## src/rtl/core/chlg_pkg.sv

```systemverilog
// ----------------------------------------------------------------------------
// chlg_pkg
// Shared types and constants of the core hotplug load governor: controller
// states, controller/datapath command and status bundles, register indexes,
// request codes and arithmetic constants.
// ----------------------------------------------------------------------------
package chlg_pkg;

    localparam int FREQ_W = 22;
    localparam int PCT_W  = 7;
    localparam int TIME_W = 64;
    localparam int CNT_W  = 4;
    localparam int REQ_W  = 2;
    localparam int CIDX_W = 2;
    localparam int REG_W  = 3;

    // request codes
    localparam logic [REQ_W-1:0] REQ_NONE    = 2'd0;
    localparam logic [REQ_W-1:0] REQ_OFFLINE = 2'd1;
    localparam logic [REQ_W-1:0] REQ_ONLINE  = 2'd2;

    // configuration register indexes
    localparam logic [REG_W-1:0] REG_FREQ_FLOOR     = 3'd0;
    localparam logic [REG_W-1:0] REG_FREQ_CEILING   = 3'd1;
    localparam logic [REG_W-1:0] REG_FREQ_PCT_LOW   = 3'd2;
    localparam logic [REG_W-1:0] REG_FREQ_PCT_HIGH  = 3'd3;
    localparam logic [REG_W-1:0] REG_FREQ_PCT_EXTRA = 3'd4;
    localparam logic [REG_W-1:0] REG_LOAD_PCT_LOW   = 3'd5;
    localparam logic [REG_W-1:0] REG_LOAD_PCT_HIGH  = 3'd6;
    localparam logic [REG_W-1:0] REG_LOAD_PCT_EXTRA = 3'd7;

    // register reset values
    localparam logic [FREQ_W-1:0] RST_FREQ_FLOOR     = 22'd300000;
    localparam logic [FREQ_W-1:0] RST_FREQ_CEILING   = 22'd1400000;
    localparam logic [PCT_W-1:0]  RST_FREQ_PCT_LOW   = 7'd15;
    localparam logic [PCT_W-1:0]  RST_FREQ_PCT_HIGH  = 7'd60;
    localparam logic [PCT_W-1:0]  RST_FREQ_PCT_EXTRA = 7'd80;
    localparam logic [PCT_W-1:0]  RST_LOAD_PCT_LOW   = 7'd15;
    localparam logic [PCT_W-1:0]  RST_LOAD_PCT_HIGH  = 7'd60;
    localparam logic [PCT_W-1:0]  RST_LOAD_PCT_EXTRA = 7'd80;

    // hysteresis
    localparam logic [CNT_W-1:0] LOW_LIMIT  = 4'd10;
    localparam logic [CNT_W-1:0] HIGH_LIMIT = 4'd5;
    localparam logic [CNT_W-1:0] HIGH_STEP  = 4'd5;

    // load divider: one restoring step per cycle; a sample with no idle
    // time at all reaches a full 100 percent
    localparam int               STEP_W     = 7;
    localparam logic [STEP_W-1:0] LOAD_STEPS = 7'd100;
    localparam logic [PCT_W-1:0]  LOAD_PEAK_TOP = 7'd100;

    // span * pct is below 2^29; floor(x / 100) = (x * RECIP_M) >> RECIP_SH
    localparam int               PROD_W   = FREQ_W + PCT_W;
    localparam int               RECIP_W  = 30;
    localparam logic [RECIP_W-1:0] RECIP_M = 30'd687194768;
    localparam int               RECIP_SH = 36;
    localparam int               QUO_W    = 23;
    localparam int               TH_W     = 24;

    // threshold selector
    localparam logic [1:0] TH_LOW   = 2'd0;
    localparam logic [1:0] TH_HIGH  = 2'd1;
    localparam logic [1:0] TH_EXTRA = 2'd2;

    typedef enum logic [3:0] {
        ST_IDLE,
        ST_SETUP,
        ST_PREP,
        ST_ITER,
        ST_PEAK,
        ST_SPAN,
        ST_TH_MUL,
        ST_TH_DIV,
        ST_TH_CMP,
        ST_DECIDE,
        ST_EMIT_ON
    } state_t;

    typedef struct packed {
        logic       capture;
        logic       setup;
        logic       prep;
        logic       iter;
        logic       peak;
        logic       span;
        logic       th_mul;
        logic       th_div;
        logic       th_cmp;
        logic [1:0] th_sel;
        logic       decide;
        logic       emit_on;
    } ctrl_cmd_t;

    typedef struct packed {
        logic enabled;
        logic last;
        logic core_ok;
        logic zero_load;
        logic out_free;
    } ctrl_stat_t;

endpackage

```

## src/rtl/core/chlg_ctrl.sv

```systemverilog
// ----------------------------------------------------------------------------
// chlg_ctrl
// Sequencer of the governor: takes a request from the input channel, walks
// the datapath through sample update, the serial load divider, threshold
// evaluation and the hysteresis decision or the bring-online result.
// ----------------------------------------------------------------------------
module chlg_ctrl
(
    input  logic                 clk,
    input  logic                 rst_n,
    input  logic                 in_valid,
    output logic                 in_stall,
    input  chlg_pkg::ctrl_stat_t stat,
    output chlg_pkg::ctrl_cmd_t  cmd
);
    import chlg_pkg::*;

    state_t            state_reg;
    state_t            state_next;
    logic [STEP_W-1:0] step_reg;
    logic [STEP_W-1:0] step_next;
    logic [1:0]        sel_reg;
    logic [1:0]        sel_next;

    always_ff @(posedge clk or negedge rst_n)
    begin
        if (!rst_n)
        begin
            state_reg <= ST_IDLE;
            step_reg  <= '0;
            sel_reg   <= TH_LOW;
        end
        else
        begin
            state_reg <= state_next;
            step_reg  <= step_next;
            sel_reg   <= sel_next;
        end
    end

    always_comb
    begin
        state_next = state_reg;
        step_next  = step_reg;
        sel_next   = sel_reg;
        cmd        = '0;
        cmd.th_sel = sel_reg;
        in_stall   = 1'b1;
        case (state_reg)
            ST_IDLE:
            begin
                in_stall = 1'b0;
                if (in_valid)
                begin
                    cmd.capture = 1'b1;
                    state_next  = ST_SETUP;
                end
            end
            ST_SETUP:
            begin
                if (!stat.enabled)
                begin
                    state_next = stat.last ? ST_EMIT_ON : ST_IDLE;
                end
                else if (stat.core_ok)
                begin
                    cmd.setup  = 1'b1;
                    state_next = ST_PREP;
                end
                else
                begin
                    state_next = stat.last ? ST_SPAN : ST_IDLE;
                end
            end
            ST_PREP:
            begin
                cmd.prep   = 1'b1;
                step_next  = '0;
                // no busy time: load is zero, skip the divider
                state_next = stat.zero_load ? ST_PEAK : ST_ITER;
            end
            ST_ITER:
            begin
                cmd.iter  = 1'b1;
                step_next = step_reg + 1'b1;
                if (step_reg == LOAD_STEPS - 1'b1)
                begin
                    state_next = ST_PEAK;
                end
            end
            ST_PEAK:
            begin
                cmd.peak   = 1'b1;
                state_next = stat.last ? ST_SPAN : ST_IDLE;
            end
            ST_SPAN:
            begin
                cmd.span   = 1'b1;
                sel_next   = TH_LOW;
                state_next = ST_TH_MUL;
            end
            ST_TH_MUL:
            begin
                cmd.th_mul = 1'b1;
                state_next = ST_TH_DIV;
            end
            ST_TH_DIV:
            begin
                cmd.th_div = 1'b1;
                state_next = ST_TH_CMP;
            end
            ST_TH_CMP:
            begin
                cmd.th_cmp = 1'b1;
                if (sel_reg == TH_EXTRA)
                begin
                    state_next = ST_DECIDE;
                end
                else
                begin
                    sel_next   = sel_reg + 1'b1;
                    state_next = ST_TH_MUL;
                end
            end
            ST_DECIDE:
            begin
                // hold until the result register is free
                if (stat.out_free)
                begin
                    cmd.decide = 1'b1;
                    state_next = ST_IDLE;
                end
            end
            ST_EMIT_ON:
            begin
                if (stat.out_free)
                begin
                    cmd.emit_on = 1'b1;
                    state_next  = ST_IDLE;
                end
            end
            default:
            begin
                state_next = ST_IDLE;
            end
        endcase
    end

`ifndef ASSERT_OFF
    a_decide_free: assert property (@(posedge clk) disable iff (!rst_n)
        (cmd.decide || cmd.emit_on) |-> stat.out_free)
        else $error("result written while output register busy");

    a_step_range: assert property (@(posedge clk) disable iff (!rst_n)
        (state_reg == ST_ITER) |-> (step_reg < LOAD_STEPS))
        else $error("load divider step out of range");

    a_last_threshold: assert property (@(posedge clk) disable iff (!rst_n)
        (state_reg == ST_TH_CMP && sel_reg == TH_EXTRA) |=> (state_reg == ST_DECIDE))
        else $error("decision not reached after last threshold");
`endif

endmodule

```

## config.mk

```make
export PLATFORM = sky130hd
export DESIGN_NAME = chlg_ctrl
export DESIGN_NICKNAME = d
export VERILOG_FILES = /design/src/rtl/core/chlg_pkg.sv /design/src/rtl/core/chlg_ctrl.sv
export SDC_FILE = /design/constraint.sdc
export NUM_CORES = 1
export LEC_CHECK = 0
export BUFFER_PORTS_ARGS = -buffer_cell sky130_fd_sc_hd__buf_2
export CORE_MARGIN = 2
export CORE_UTILIZATION = 55
export CTS_CLUSTER_SIZE = 40
export DETAILED_ROUTE_END_ITERATION = 6
export GPL_TIMING_DRIVEN = 1
export PLACE_DENSITY = 0.91
export RECOVER_POWER = 50
export SLEW_MARGIN = 20
export SYNTH_ARGS = -nofsm -noshare
export SYNTH_HDL_FRONTEND = slang
export SYNTH_SLANG_ARGS = --single-unit
```

## constraint.sdc

```tcl
create_clock -name clk -period 3.25 [get_ports clk]
set_input_delay 0.1625 -clock clk [delete_from_list [all_inputs] [get_ports clk]]
set_output_delay 0.1625 -clock clk [all_outputs]
set_load 0.03 [all_outputs]
```

### After elaboration in Yosys (flattened, before gate mapping)

Cells that the tools add are included.

| storage, ports and cells | value |
|---|---|
| flip-flop bits (word level) | 13 |
| output and inout port bits | 14 |

| cells by class | value |
|---|---|
| add/sub/neg operators | 2 |
| equal/unequal tests | 16 |
| multiplexer cells | 29 |
| reduce and logical (&&, ||, !) cells | 6 |

Operators by type and width:

| operator | number |
|---|---|
| one-hot mux 4 bit (10 select lines) | 1 |
| 2-to-1 mux 4 bit | 6 |
| equality test 4 x 3 -> 1 bit (second input constant) | 4 |
| 2-to-1 mux 1 bit | 16 |
| one-hot mux 7 bit (2 select lines) | 1 |
| equality test 4 bit (second input constant) | 3 |
| 2-to-1 mux 3 bit | 3 |
| equality test 4 x 2 -> 1 bit (second input constant) | 2 |
| adder 7 x 1 -> 7 bit (second input constant) | 1 |
| equality test 7 bit (second input constant) | 1 |
| != test 2 bit (second input constant) | 3 |
| equality test 4 x 1 -> 1 bit (second input constant) | 1 |
| zero test 4 bit | 1 |
| one-hot mux 2 bit (2 select lines) | 1 |
| nonzero test 2 bit | 2 |
| AND reduction 3 bit | 1 |
| adder 2 x 1 -> 2 bit (second input constant) | 1 |
| equality test 2 bit (second input constant) | 1 |
| 2-to-1 mux 2 bit | 1 |
| != test 2 x 1 -> 1 bit (second input constant) | 1 |
| AND reduction 2 bit | 1 |
| OR reduction 2 bit | 1 |

### Depth between registers and ports, before layout

| depth | value |
|---|---|
| depth in word-level cells | 4 |
| mapped depth | 6 |
| mapped depth without buffers | 6 |

### Least setup slack after synthesis

Ideal clock, no wire load.

| timing | value |
|---|---|
| path kind | register to output |
| start point | register state_reg[1] |
| end point | output port cmd[11] (netlist bit) |
| data required time | 3.087 ns |
| data arrival time | 1.775 ns |
| buffers on the path | 1 |
| cell stages (with the launch flop) | 4 |
| setup slack | 1.312 ns |
| cells stage by stage | dfrtp_1 buf_2 or2b_2 nor4_1 |

RTL lines:

| element | RTL line | source |
|---|---|---|
| start, declared | chlg_ctrl.sv:18 | `state_t state_reg;` |
| start signal, assigned | chlg_ctrl.sv:35 | `state_reg <= state_next;` |
| end, declared | chlg_ctrl.sv:14 | `output chlg_pkg::ctrl_cmd_t cmd` |

==> results.ini <==
[placement]
io_buffer_count = 21
place.gp.congestion = 0.903
hpwl_microns = 1600

[critical_path]
cp-end-kind = primary output
worst_ep_required_time_ns = 3.09
crit_type = flop to primary output
critPathArrivalTime_ns = 1.84
path_max_fanout = 20
startpoint_type = flop
r2r_setup_slack_ns = 1.49

[sta]
slew_headroom = 0.559
finalSetupTns_ns = 0
hold_viol = 0
fmax_mhz = 499
rsz0062_at_grt = no
fin_crit_ns = 2.00
setup_viol = 0
period_share = 0.616
worst_slew_pin_slew_ns = 0.661
fin_skew_ns = 0.0107
final_max_slew_viol_count = 0

[layout]
syn2layout_area_growth_pct = 10.6
layout-drive-gt1-share = 0.162
post-route-util = 0.639
nFillCells = 152
antenna_cells = 0
fin_nets = 153
largest_reg_flops = 7

[synthesis]
ys_warn_count = 0
post_synth_num_cell_types = 40
syn-num-nets = 133
synthCells = 123
syn_area_sq_um = 976
yosysTopAreaCellShare = 0.333
synth_edf_count = 0
synth_common_cells = nand2_1 (16), nor2_1 (15), dfrtp_1 (13)
syn_area_per_cell_sq_um = 7.93
yosysTopAreaCell = dfrtp_1
synth_top_flop_cell = dfrtp_1
synthMostInstantiatedCell = nand2_1
synth.area.top_cells = dfrtp_1 (33%), nand2_1 (6.2%), nor2_1 (5.8%)
ys_seq_elements = 13
synthArstFlopShare = 1.00
seq_area_frac_synth = 0.333

[clock_network]
cts.htree.levels = 1
worstSkewPairLatency_ns = 0.27
root_buffer = clkbuf_4
clkTransAtPathRegs_ns = 0.08
post-cts-setup-buffers = 0
cts_tree = built
clk_path_buf_depth = 2
numCtsBuffers = 3
clock_sinks = 13
ctsResizeCount = 0
ctsHoldBuffers = 1

[detailed_routing]
vias = 970
via_per_inst = 6.10
route.detailed.drc = 0
initialDrtViolationCount = 26
drt_first_pass_iters = 5
wl_per_cell_microns = 13.6
postRouteAntennaNets = 0
routed_wl_microns = 2170

[global_routing]
grt_overflow = 0
grt_pass1_wl_microns = 3550
antenna_found_initial = 0
grt_max_degree = 22
grt_pass1_vias = 840
track_usage = 0.228

[power_and_ir_drop]
power_density_nw_per_um2 = 831
ir_drop_mv = 0.445
p_leak_nw = 0.525

[floorplan]
ios = 22
die_x_microns = 46.1
rows = 15
core_area_sq_um = 1690
initial_core_util = 0.578
die-area_sq_um = 2130
fp.dieH_microns = 46.1

[status]
status = finished, final reports clean

[flow_run]
cap_violations = 0

[hold_path]
min_path_type = input port to flop

[final cells by class]
| class | count | area [sq um] | share of cell area |
|---|---|---|---|
| Clock buffer | 4 | 26.3 | 0.0243 |
| Inverter | 8 | 30.0 | 0.0278 |
| Multi-Input combinational cell | 95 | 566 | 0.524 |
| Sequential cell | 13 | 325 | 0.301 |
| Tap cell | 17 | 21.3 | 0.0197 |
| Timing Repair Buffer | 22 | 111 | 0.103 |
[cell usage in the layout (no fill, tap or decap), types with 2 or more instances in the layout]
master,n
a21oi_1,6
and3_1,4
buf_2,18
clkbuf_1,4
clkbuf_4,3
dfrtp_1,13
ha_1,2
inv_1,8
nand2_1,16
nand2b_1,3
nand3b_1,3
nand4_1,2
nand4bb_1,2
nor2_1,15
nor2b_1,2
nor3_1,4
nor4_1,2
o21ai_0,11
o31ai_1,3
xor2_1,2
[logic make-up after synthesis]
group | synth area share
xor+xnor | 0.0180
fa+ha+maj | 0.0256
buf+inv | 0.0872
simple gates | 0.324
compound gates | 0.212
flops | 0.333
[stage by stage]
| step | worst slack, ns | total power [mW] | hold slack, ns | cells | area, sq um |
|---|---|---|---|---|---|
| detailed placement | 1.55 | 0.800 | 0.0566 | 154 | 1050 |
| global placement | 1.61 | 0.778 | 0.0558 | 154 | 1050 |
| CTS | 1.24 | 0.901 | 0.283 | 159 | 1080 |
| global route | 1.09 | 0.975 | 0.306 | 159 | 1080 |
| floorplan | 1.31 | 0.712 | -0.133 | 123 | 976 |
| finish | 1.25 | 0.897 | 0.297 | 159 | 1080 |
[path summary, 6_finish.rpt]
check,start,endpoint,cells after the start
max,state_reg[0]$_DFFE_PN0P_,cmd[11],3
min in group asynchronous,rst_n,step_reg[4]$_DFFE_PN0P_,2
max reg2reg,state_reg[3]$_DFFE_PN0P_,state_reg[1]$_DFFE_PN0P_,4
max in group asynchronous,rst_n,sel_reg[1]$_DFFE_PN0P_,2
min reg2reg,step_reg[0]$_DFFE_PN0P_,step_reg[0]$_DFFE_PN0P_,1
min,stat[0],state_reg[3]$_DFFE_PN0P_,4
[power by group]
| group | internal (mW) | leakage, nW | total [mW] | switching [mW] |
|---|---|---|---|---|
| sequential | 0.201 | 0.174 | 0.325 | 0.123 |
| combinational | 0.177 | 0.336 | 0.476 | 0.298 |
| clock | 0.0475 | 0.0150 | 0.0966 | 0.0491 |
| total | 0.426 | 0.525 | 0.897 | 0.471 |
[worst max-delay path, cell delays in order, from the launching register on]
cell     delay (ns)
dfrtp_1        0.71
or2b_2         0.39
nor4_1         0.23
buf_2          0.24
[metal layers]
layer / vias to the layer above / track usage / share of wire
met2: 38 / 0.361 / 0.48
met3: 0 / 0.0706 / 0.071
met1: 454 / 0.319 / 0.44
met5: - / 0 / 0
met4: 0 / 0.0171 / 0
li1: 478 / - / -
Power figures use the tool's default switching activity.
